File: config.mk
export PLATFORM = sky130hd
export DESIGN_NAME = ring_direction_to_motor_amplitudes_flat
export DESIGN_NICKNAME = d
export VERILOG_FILES = /design/src/hw/rtl/rdma_pkg.sv /design/src/hw/rtl/rdma_if.sv /design/src/hw/rtl/ring_direction_to_motor_amplitudes.sv /design/src/hw/rtl/rdma_amp_pipe.sv /design/src/flat_wrapper.sv
export VERILOG_INCLUDE_DIRS = /design/src /design/src/hw/rtl
export SDC_FILE = /design/constraint.sdc
export NUM_CORES = 1
export LEC_CHECK = 0
export BUFFER_PORTS_ARGS = -buffer_cell sky130_fd_sc_hd__buf_2
export CAP_MARGIN = 0
export CORE_ASPECT_RATIO = 0.8
export CORE_UTILIZATION = 35
export CTS_BUF_LIST = sky130_fd_sc_hd__clkbuf_4 sky130_fd_sc_hd__clkbuf_8
export CTS_CLUSTER_DIAMETER = 120
export DETAILED_ROUTE_END_ITERATION = 6
export GPL_ROUTABILITY_DRIVEN = 0
export SKIP_LAST_GASP = 1
export SYNTH_ARGS = -nofsm -noshare
export SYNTH_HDL_FRONTEND = slang
export SYNTH_HIERARCHICAL = 1
export SYNTH_SLANG_ARGS = --single-unit
File: constraint.sdc
create_clock -name i_clk -period 24.6 [get_ports i_clk]
set_input_delay 4.92 -clock i_clk [delete_from_list [all_inputs] [get_ports i_clk]]
set_output_delay 4.92 -clock i_clk [all_outputs]
set_load 0.1 [all_outputs]
File: src/hw/rtl/ring_direction_to_motor_amplitudes_macros.svh
// assertion helpers used by the asserting top module
`ifndef RING_DIRECTION_TO_MOTOR_AMPLITUDES_MACROS_SVH
`define RING_DIRECTION_TO_MOTOR_AMPLITUDES_MACROS_SVH

// property that must hold at every clock edge out of reset
`define RDMA_ASSERT(lbl, clk, rst_n, prop, msg) \
    lbl: assert property (@(posedge clk) disable iff (!rst_n) (prop)) else $error(msg);

// condition that implies a consequence at the next clock
`define RDMA_ASSERT_NEXT(lbl, clk, rst_n, ante, cons, msg) \
    lbl: assert property (@(posedge clk) disable iff (!rst_n) (ante) |=> (cons)) \
        else $error(msg);

`endif

File: src/hw/rtl/rdma_pkg.sv
package rdma_pkg;

    // field widths
    localparam int unsigned MAX_MOTORS = 8;
    localparam int unsigned DIR_W      = 32;
    localparam int unsigned IDX_W      = 3;
    localparam int unsigned SEL_W      = 8;
    localparam int unsigned AMP_W      = 7;
    localparam int unsigned CNT_W      = 4;
    // (spacing >> 7) + 1 never exceeds 2^25
    localparam int unsigned DIV_W      = DIR_W - AMP_W + 1;

    localparam logic [DIR_W-1:0] ALL_ONES    = '1;
    localparam logic [CNT_W-1:0] RESET_COUNT = 4'd4;

    // request codes
    localparam logic REQ_SET_DIRECTION = 1'b0;
    localparam logic REQ_STOP          = 1'b1;

    // ring spacing for a motor count already clamped to 1..8
    function automatic logic [DIR_W-1:0] spacing_for(input logic [CNT_W-1:0] count);
        logic [DIR_W-1:0] sp;
        case (count)
            4'd1:    sp = ALL_ONES / 32'd1;
            4'd2:    sp = ALL_ONES / 32'd2;
            4'd3:    sp = ALL_ONES / 32'd3;
            4'd4:    sp = ALL_ONES / 32'd4;
            4'd5:    sp = ALL_ONES / 32'd5;
            4'd6:    sp = ALL_ONES / 32'd6;
            4'd7:    sp = ALL_ONES / 32'd7;
            4'd8:    sp = ALL_ONES / 32'd8;
            default: sp = ALL_ONES;
        endcase
        return sp;
    endfunction

    // one motor issued into the amplitude pipeline
    typedef struct packed {
        logic [IDX_W-1:0] index;
        logic             last;
        logic             stop;
        logic [DIR_W-1:0] offset;
        logic [DIR_W-1:0] direction;
    } t_motor_item;

    // control that travels alongside the arithmetic
    typedef struct packed {
        logic [IDX_W-1:0] index;
        logic             last;
        logic             zero;
    } t_pipe_tag;

    typedef struct packed {
        logic [IDX_W-1:0] index;
        logic [AMP_W-1:0] amplitude;
        logic             last;
    } t_motor_result;

endpackage

File: src/hw/rtl/rdma_if.sv
// request channel
interface rdma_req_if import rdma_pkg::*; ();
    logic             valid;
    logic             ready;
    logic             req_type;
    logic [DIR_W-1:0] direction;

    modport source (output valid, output req_type, output direction, input ready);
    modport sink   (input valid, input req_type, input direction, output ready);
endinterface

// result channel
interface rdma_res_if import rdma_pkg::*; ();
    logic             valid;
    logic             ready;
    logic [IDX_W-1:0] motor_index;
    logic [SEL_W-1:0] mux_select;
    logic [AMP_W-1:0] amplitude;
    logic             last;

    modport source (output valid, output motor_index, output mux_select,
                    output amplitude, output last, input ready);
    modport sink   (input valid, input motor_index, input mux_select,
                    input amplitude, input last, output ready);
endinterface

// motor count write channel
interface rdma_cfg_if import rdma_pkg::*; ();
    logic             valid;
    logic             ready;
    logic [CNT_W-1:0] data;

    modport source (output valid, output data, input ready);
    modport sink   (input valid, input data, output ready);
endinterface

File: src/hw/rtl/ring_direction_to_motor_amplitudes.sv
// path of a request: sequencer registers, difference, magnitude, numerator, seven divide steps, output register
// throughput: one result per cycle while results are taken; the next request is accepted as the final motor issues
// the amplitude pipeline (difference, magnitude, seven divide steps) moves one motor a cycle while it is not stalled
// reset: synchronous active low, clears all valid bits and sets motor_count to 4
// a result stall freezes the whole pipeline without losing or repeating a motor
`include "ring_direction_to_motor_amplitudes_macros.svh"

module ring_direction_to_motor_amplitudes import rdma_pkg::*; #(
    parameter int unsigned P_MAX_MOTORS = MAX_MOTORS
) (
    input logic        i_clk,
    input logic        i_rst_n,
    rdma_cfg_if.sink   i_cfg,
    rdma_req_if.sink   i_req,
    rdma_res_if.source o_res
);

    localparam logic [CNT_W-1:0] MAX_COUNT = CNT_W'(P_MAX_MOTORS);

    // configuration
    logic [CNT_W-1:0] r_motor_count;
    logic [DIR_W-1:0] r_spacing;
    logic [DIV_W-1:0] r_divisor;
    logic [CNT_W-1:0] n_motor_count;
    logic [DIR_W-1:0] n_spacing;

    // request sequencer
    logic             r_busy;
    logic             r_req_stop;
    logic [DIR_W-1:0] r_req_dir;
    logic [IDX_W-1:0] r_motor;
    logic [DIR_W-1:0] r_offset;
    logic             w_issue_last;
    logic             w_advance;
    logic             w_req_accept;
    t_motor_item      w_item;

    // output register
    logic             r_out_valid;
    t_motor_result    r_out;
    logic             w_pipe_valid;
    t_motor_result    w_pipe_result;

    // clamp the written count and look up its spacing
    always_comb begin
        n_motor_count = i_cfg.data;
        if (n_motor_count == '0) begin
            n_motor_count = CNT_W'(1);
        end
        if (n_motor_count > MAX_COUNT) begin
            n_motor_count = MAX_COUNT;
        end
        n_spacing = spacing_for(n_motor_count);
    end

    assign i_cfg.ready = 1'b1;

    always_ff @(posedge i_clk) begin
        if (!i_rst_n) begin
            r_motor_count <= RESET_COUNT;
            r_spacing     <= spacing_for(RESET_COUNT);
            r_divisor     <= DIV_W'(spacing_for(RESET_COUNT) >> AMP_W) + DIV_W'(1);
        end else if (i_cfg.valid && i_cfg.ready) begin
            r_motor_count <= n_motor_count;
            r_spacing     <= n_spacing;
            r_divisor     <= DIV_W'(n_spacing >> AMP_W) + DIV_W'(1);
        end
    end

    // pipeline moves whenever the output register is free or being emptied
    assign w_advance    = !r_out_valid || o_res.ready;
    assign w_issue_last = (CNT_W'(r_motor) + CNT_W'(1)) == r_motor_count;
    assign i_req.ready  = !r_busy || (w_advance && w_issue_last);
    assign w_req_accept = i_req.valid && i_req.ready;

    // walk the motors of the current request, one per cycle while the pipeline advances
    always_ff @(posedge i_clk) begin
        if (!i_rst_n) begin
            r_busy <= 1'b0;
        end else if (w_req_accept) begin
            r_busy <= 1'b1;
        end else if (w_advance && w_issue_last) begin
            r_busy <= 1'b0;
        end
    end

    always_ff @(posedge i_clk) begin
        if (w_req_accept) begin
            r_req_stop <= i_req.req_type;
            r_req_dir  <= i_req.direction;
            r_motor    <= '0;
            r_offset   <= '0;
        end else if (w_advance && r_busy) begin
            r_motor  <= r_motor + IDX_W'(1);
            r_offset <= r_offset + r_spacing;
        end
    end

    assign w_item.index     = r_motor;
    assign w_item.last      = w_issue_last;
    assign w_item.stop      = r_req_stop;
    assign w_item.offset    = r_offset;
    assign w_item.direction = r_req_dir;

    rdma_amp_pipe u_amp_pipe (
        .i_clk     (i_clk),
        .i_rst_n   (i_rst_n),
        .i_advance (w_advance),
        .i_valid   (r_busy),
        .i_item    (w_item),
        .i_spacing (r_spacing),
        .i_divisor (r_divisor),
        .o_valid   (w_pipe_valid),
        .o_result  (w_pipe_result)
    );

    // result transaction register
    always_ff @(posedge i_clk) begin
        if (!i_rst_n) begin
            r_out_valid <= 1'b0;
        end else if (w_advance) begin
            r_out_valid <= w_pipe_valid;
        end
    end

    always_ff @(posedge i_clk) begin
        if (w_advance) begin
            r_out <= w_pipe_result;
        end
    end

    assign o_res.valid       = r_out_valid;
    assign o_res.motor_index = r_out.index;
    assign o_res.mux_select  = SEL_W'(1) << r_out.index;
    assign o_res.amplitude   = r_out.amplitude;
    assign o_res.last        = r_out.last;

    // checks
    `RDMA_ASSERT(a_count_range, i_clk, i_rst_n, r_motor_count != '0 && r_motor_count <= MAX_COUNT, "motor count out of range")
    `RDMA_ASSERT(a_motor_in_ring, i_clk, i_rst_n, !r_busy || CNT_W'(r_motor) < r_motor_count, "issued motor beyond ring")
    `RDMA_ASSERT(a_last_on_final, i_clk, i_rst_n, !r_out_valid || (r_out.last == ((CNT_W'(r_out.index) + CNT_W'(1)) == r_motor_count)), "last flag on wrong motor")
    `RDMA_ASSERT_NEXT(a_issue_done, i_clk, i_rst_n, r_busy && w_advance && w_issue_last && !w_req_accept, !r_busy, "sequencer kept running after final motor")

endmodule

File: src/hw/rtl/rdma_amp_pipe.sv
module rdma_amp_pipe import rdma_pkg::*; (
    input  logic             i_clk,
    input  logic             i_rst_n,
    input  logic             i_advance,
    input  logic             i_valid,
    input  t_motor_item      i_item,
    input  logic [DIR_W-1:0] i_spacing,
    input  logic [DIV_W-1:0] i_divisor,
    output logic             o_valid,
    output t_motor_result    o_result
);

    // stage 1: wrapped difference
    logic             r_s1_valid;
    t_pipe_tag        r_s1_tag;
    logic [DIR_W-1:0] r_s1_diff;

    // stage 2: magnitude
    logic             r_s2_valid;
    t_pipe_tag        r_s2_tag;
    logic [DIR_W-1:0] r_s2_mag;

    // division stages, entry 0 holds the numerator before any quotient bit
    logic             r_dv_valid [0:AMP_W];
    t_pipe_tag        r_dv_tag   [0:AMP_W];
    logic [AMP_W-1:0] r_dv_quot  [0:AMP_W];
    logic [DIR_W-1:0] r_dv_rem   [0:AMP_W-1];

    logic [DIR_W:0]   w_shift [0:AMP_W-1];
    logic [DIR_W:0]   w_trial [0:AMP_W-1];
    logic [DIR_W-1:0] w_rem   [0:AMP_W-1];
    logic [AMP_W-1:0] w_quot  [0:AMP_W-1];

    // valid bits
    always_ff @(posedge i_clk) begin
        if (!i_rst_n) begin
            r_s1_valid <= 1'b0;
            r_s2_valid <= 1'b0;
            for (int g = 0; g <= AMP_W; g++) begin
                r_dv_valid[g] <= 1'b0;
            end
        end else if (i_advance) begin
            r_s1_valid    <= i_valid;
            r_s2_valid    <= r_s1_valid;
            r_dv_valid[0] <= r_s2_valid;
            for (int g = 0; g < AMP_W; g++) begin
                r_dv_valid[g+1] <= r_dv_valid[g];
            end
        end
    end

    // front stages: difference, magnitude, range check and numerator
    always_ff @(posedge i_clk) begin
        if (i_advance) begin
            r_s1_tag.index <= i_item.index;
            r_s1_tag.last  <= i_item.last;
            r_s1_tag.zero  <= (i_item.stop == REQ_STOP);
            r_s1_diff      <= i_item.offset - i_item.direction;

            r_s2_tag <= r_s1_tag;
            r_s2_mag <= r_s1_diff[DIR_W-1] ? (DIR_W'(0) - r_s1_diff) : r_s1_diff;

            r_dv_tag[0].index <= r_s2_tag.index;
            r_dv_tag[0].last  <= r_s2_tag.last;
            r_dv_tag[0].zero  <= r_s2_tag.zero || (r_s2_mag > i_spacing);
            r_dv_rem[0]       <= i_spacing - r_s2_mag;
            r_dv_quot[0]      <= '0;
        end
    end

    // one restoring quotient bit per stage, most significant first
    always_comb begin
        for (int g = 0; g < AMP_W; g++) begin
            w_shift[g] = (DIR_W+1)'(i_divisor) << (AMP_W - 1 - g);
            w_trial[g] = {1'b0, r_dv_rem[g]} - w_shift[g];
            if (w_trial[g][DIR_W]) begin
                w_rem[g]  = r_dv_rem[g];
                w_quot[g] = r_dv_quot[g];
            end else begin
                w_rem[g]  = w_trial[g][DIR_W-1:0];
                w_quot[g] = r_dv_quot[g] | (AMP_W'(1) << (AMP_W - 1 - g));
            end
        end
    end

    always_ff @(posedge i_clk) begin
        if (i_advance) begin
            for (int g = 0; g < AMP_W; g++) begin
                r_dv_tag[g+1]  <= r_dv_tag[g];
                r_dv_quot[g+1] <= w_quot[g];
            end
            for (int g = 0; g < AMP_W - 1; g++) begin
                r_dv_rem[g+1] <= w_rem[g];
            end
        end
    end

    // result of the last stage
    assign o_valid            = r_dv_valid[AMP_W];
    assign o_result.index     = r_dv_tag[AMP_W].index;
    assign o_result.last      = r_dv_tag[AMP_W].last;
    assign o_result.amplitude = r_dv_tag[AMP_W].zero ? '0 : r_dv_quot[AMP_W];

endmodule

File: src/flat_wrapper.sv
// flat-port wrapper written by rule: the top's interface ports become plain ports
module ring_direction_to_motor_amplitudes_flat import rdma_pkg::*;
#(
    parameter int unsigned P_MAX_MOTORS = MAX_MOTORS
)
  (i_clk, i_rst_n, i_cfg_valid, i_cfg_data, i_cfg_ready, i_req_valid, i_req_req_type, i_req_direction, i_req_ready, o_res_valid, o_res_motor_index, o_res_mux_select, o_res_amplitude, o_res_last, o_res_ready);
  rdma_cfg_if i_cfg_i ();
  rdma_req_if i_req_i ();
  rdma_res_if o_res_i ();
  input logic i_clk;
  input logic i_rst_n;
  input wire logic [$bits(i_cfg_i.valid)-1:0] i_cfg_valid;
  input wire logic [$bits(i_cfg_i.data)-1:0] i_cfg_data;
  output wire logic [$bits(i_cfg_i.ready)-1:0] i_cfg_ready;
  input wire logic [$bits(i_req_i.valid)-1:0] i_req_valid;
  input wire logic [$bits(i_req_i.req_type)-1:0] i_req_req_type;
  input wire logic [$bits(i_req_i.direction)-1:0] i_req_direction;
  output wire logic [$bits(i_req_i.ready)-1:0] i_req_ready;
  output wire logic [$bits(o_res_i.valid)-1:0] o_res_valid;
  output wire logic [$bits(o_res_i.motor_index)-1:0] o_res_motor_index;
  output wire logic [$bits(o_res_i.mux_select)-1:0] o_res_mux_select;
  output wire logic [$bits(o_res_i.amplitude)-1:0] o_res_amplitude;
  output wire logic [$bits(o_res_i.last)-1:0] o_res_last;
  input wire logic [$bits(o_res_i.ready)-1:0] o_res_ready;
  assign i_cfg_i.valid = i_cfg_valid;
  assign i_cfg_i.data = i_cfg_data;
  assign i_cfg_ready = i_cfg_i.ready;
  assign i_req_i.valid = i_req_valid;
  assign i_req_i.req_type = i_req_req_type;
  assign i_req_i.direction = i_req_direction;
  assign i_req_ready = i_req_i.ready;
  assign o_res_valid = o_res_i.valid;
  assign o_res_motor_index = o_res_i.motor_index;
  assign o_res_mux_select = o_res_i.mux_select;
  assign o_res_amplitude = o_res_i.amplitude;
  assign o_res_last = o_res_i.last;
  assign o_res_i.ready = o_res_ready;
  ring_direction_to_motor_amplitudes #(.P_MAX_MOTORS(P_MAX_MOTORS)) u_core (.i_clk(i_clk), .i_rst_n(i_rst_n), .i_cfg(i_cfg_i), .i_req(i_req_i), .o_res(o_res_i));
endmodule
==> metrics.md <==
| Metric | Value |
|---|---|
| Commonest non-fill, non-tap cell in the layout | `edfxtp_1` |
| Layout area overhead | `11.0%` |
| GRT Total Usage | `0.144` |
| Syn Nets | `about 3500` |
| TritonCTS Buffers | `85` |
| Grt ovf | `0` |
| Vias | `22900` |
| Final core occ | `0.394` |
| Die area | `between 0.09 and 0.1 mm^2` |
| Iter 0 DRT Violations | `between 1000 and 1500` |
| Sequential fraction of the synthesis area | `0.445` |
| Ys Warns | `6` |
| Avg Inst Size Synth | `10.2 um^2` |
| Initial core utilization | `0.354` |
| Clock root buffer | `clkbuf_8` |
| Final setup margin | `~14 ns` |
| Most used DFF post-synth | `edfxtp_1` |
| Kind of critical path | `in -> out` |
| WHS | `just over 0.4 ns` |
| Fin. Hold Viols | `0` |
| Worst vdd ir | `just over 0.00006 V` |
| Routed wire length | `approximately 67 mm` |
| Fmax achieved | `90.6 MHz` |
| CTS sink count | `~500` |
| Port bufs | `62` |
| TritonCTS clock tree | `yes` |
| Die height | `about 270 um` |
| First-pass GRT wire length | `roughly 110 mm` |
| Most frequent cells in the layout | `417 x edfxtp_1, 282 x ha_1, 271 x a21oi_1` |
| Synthesized area | `0.0318 mm^2` |
| Number of flops mapped to enable cells by yosys | `about 420` |
| RSZ-0062 raised after global routing | `false` |
| # DRC | `0` |
| # Post-CTS Setup Buffers | `0` |
| Final TNS setup | `0 ns` |
| Initial antenna violation count | `5` |
| Via density per instance | `roughly 5.1` |
| Clk buf depth | `3` |
| Outcome | `finished clean` |
| Area after DPL | `roughly 0.033 mm^2` |
| CP Max Fanout | `33` |
| DIE WIDTH | `around 340 um` |
| Setup Slack @ Placement | `13.54 ns` |
| Startpoint types | `primary input` |
| Crit path DAT | `approximately 6.1 ns` |
| Endpoints failing setup | `0` |
| FFs w/ async S/R, synth | `0` |
| Clk_skew | `0.0296 ns` |
| Per-cell routed wire length | `between 10 and 15 um` |
| Mapped Cells | `around 3100` |
| Slew HR | `0.274` |
| Post-route ant nets | `0` |
| Pre-antenna DRT Iters | `7` |
| Core area | `0.0896 mm^2` |
| Largest net degree at the start of global routing | `86` |
| Share of cells above drive strength 1 | `0.101` |
| Post-CTS Hold Fix Bufs | `0` |
| Number of global-route vias before repair | `between 20000 and 25000` |
| HP Class | `reg -> reg` |
| Clock-pin slew on the worst setup and hold paths | `0.07 ns` |
| Critical Path RT | `19.68 ns` |
| # rows | `between 90 and 100` |
| Half-perimeter wire length after placement | `slightly below 50 mm` |
| FF+latch count, synth | `498` |
| Worst slew pin tran | `between 1 and 1.5 ns` |
| Post-route clock period utilization | `0.449` |
| Worst-skew pair later-pin latency | `roughly 0.7 ns` |
| Leakage | `between 0.01 and 0.015 uW` |
| Cts repair resizes | `0` |
| Post-layout min period | `between 10 and 15 ns` |
| Cell variety after synth | `92` |
| Max_cap viols | `0` |
| CTS H-tree depth | `3` |
| Slew Viols, Final | `0` |
| Pwr Density | `between 100 and 150 mW/mm^2` |
| Crit. End Element | `output pin` |
| Num ports | `64` |
| Final instance area | `around 0.035 mm^2` |
| Final nets | `roughly 3600` |
-- final cells by class --
cell class,instances,area [um^2]
inverter,173,649
timing repair buffer,92,536
sequential,498,14100
clock inverter,49,384
multi-input combinational,2369,16700
tap,1200,1500
clock buffer,110,1410
antenna,2,5.00
fill,8792,54400
-- where the power goes --
group / switching (uW) / internal [uW] / leakage (uW)
Sequential: 193 / 1420 / 0.00507
Clock: 349 / 440 / 0.000957
Combinational: 1430 / 1180 / 0.00811
Total: 1970 / 3040 / 0.0141
-- registers in the layout, indices dropped and copies added, names as in the netlist, 3 cells and up --
register / flops
u_core/u_amp_pipe/r_dv_tag: 40
u_core/u_amp_pipe/r_dv_valid: 8
u_core/r_offset: 32
u_core/u_amp_pipe/r_s2_mag: 32
u_core/r_divisor: 26
u_core/u_amp_pipe/r_dv_quot: 28
u_core/u_amp_pipe/r_dv_rem: 224
u_core/r_motor_count: 4
u_core/o_res.amplitude: 7
u_core/r_spacing: 11
u_core/r_motor: 3
u_core/u_amp_pipe/r_s1_diff: 32
u_core/u_amp_pipe/r_s2_tag: 5
u_core/o_res.motor_index: 3
u_core/u_amp_pipe/r_s1_tag: 5
u_core/r_req_dir: 32
-- critical path, stage by stage --
cell and delay [ns]:
buf_2 0.08, nand2b_4 0.38, nand2_1 0.10, nand2_1 0.16, buf_2 0.45
-- through the flow --
step	cells	power, uW
detailed placement	4332	4210
global placement	4332	4180
finish	4493	5010
global route	4491	5450
CTS	4491	5030
floorplan	3127	3700
-- worst paths after layout --
| path | startpoint | to | slack [ns] | depth (start not counted) |
|---|---|---|---|---|
| worst min-delay path | u_core/u_amp_pipe/r_dv_tag[0][0] | u_core/u_amp_pipe/r_dv_tag[0][5] | 0.41 | 0 |
| worst min register to register | u_core/u_amp_pipe/r_dv_tag[0][0] | u_core/u_amp_pipe/r_dv_tag[0][5] | 0.41 | 0 |
| worst max register to register | u_core/r_divisor[1] | u_core/u_amp_pipe/r_dv_rem[6][30] | 19.74 | 13 |
| worst max-delay path | o_res_ready | i_req_ready | 13.56 | 5 |
-- synth_stat cells, types with 23 or more instances --
| master | number | area [um^2] |
|---|---|---|
| a211oi_1 | 30 | 225 |
| a21boi_0 | 24 | 180 |
| a21o_1 | 107 | 803 |
| a21oi_1 | 272 | 1360 |
| a31oi_1 | 26 | 163 |
| clkbuf_1 | 66 | 248 |
| dfxtp_1 | 81 | 1620 |
| edfxtp_1 | 417 | 12500 |
| ha_1 | 282 | 3530 |
| inv_1 | 171 | 642 |
| mux2_2 | 53 | 597 |
| nand2_1 | 248 | 931 |
| nand2b_1 | 72 | 450 |
| nand3_1 | 64 | 320 |
| nand4_1 | 24 | 150 |
| nor2_1 | 204 | 766 |
| nor2b_1 | 62 | 388 |
| nor3_1 | 45 | 225 |
| o21a_1 | 53 | 398 |
| o21ai_0 | 193 | 966 |
| o21bai_1 | 24 | 180 |
| o31ai_1 | 38 | 285 |
| or3_1 | 23 | 144 |
| xnor2_1 | 148 | 1300 |
| xor2_1 | 88 | 771 |
-- routing by layer --
layer / vias up / global-route usage / routed length (um)
li1: 11800 / - / -
met5: - / 0 / 41
met1: 10500 / 0.199 / 33600
met2: 446 / 0.227 / 29000
met4: 6 / 0.0449 / 1500
met3: 128 / 0.0285 / 3020
-- cells by family (layout without fill, tap and decap cells) --
group                    after synthesis  in the layout  synth area share
AO/OA/AOI/OAI                        916            916             0.184
AND/OR/NAND/NOR                      857            857             0.132
flip-flops                           498            498             0.445
adder cells (fa/ha/maj)              291            291             0.117
buffers and inverters                260            424            0.0326
XOR/XNOR                             236            236            0.0651
multiplexers                          68             68            0.0237
other                                  1              3          0.000118
No activity file was read; power rests on OpenSTA's default activity.
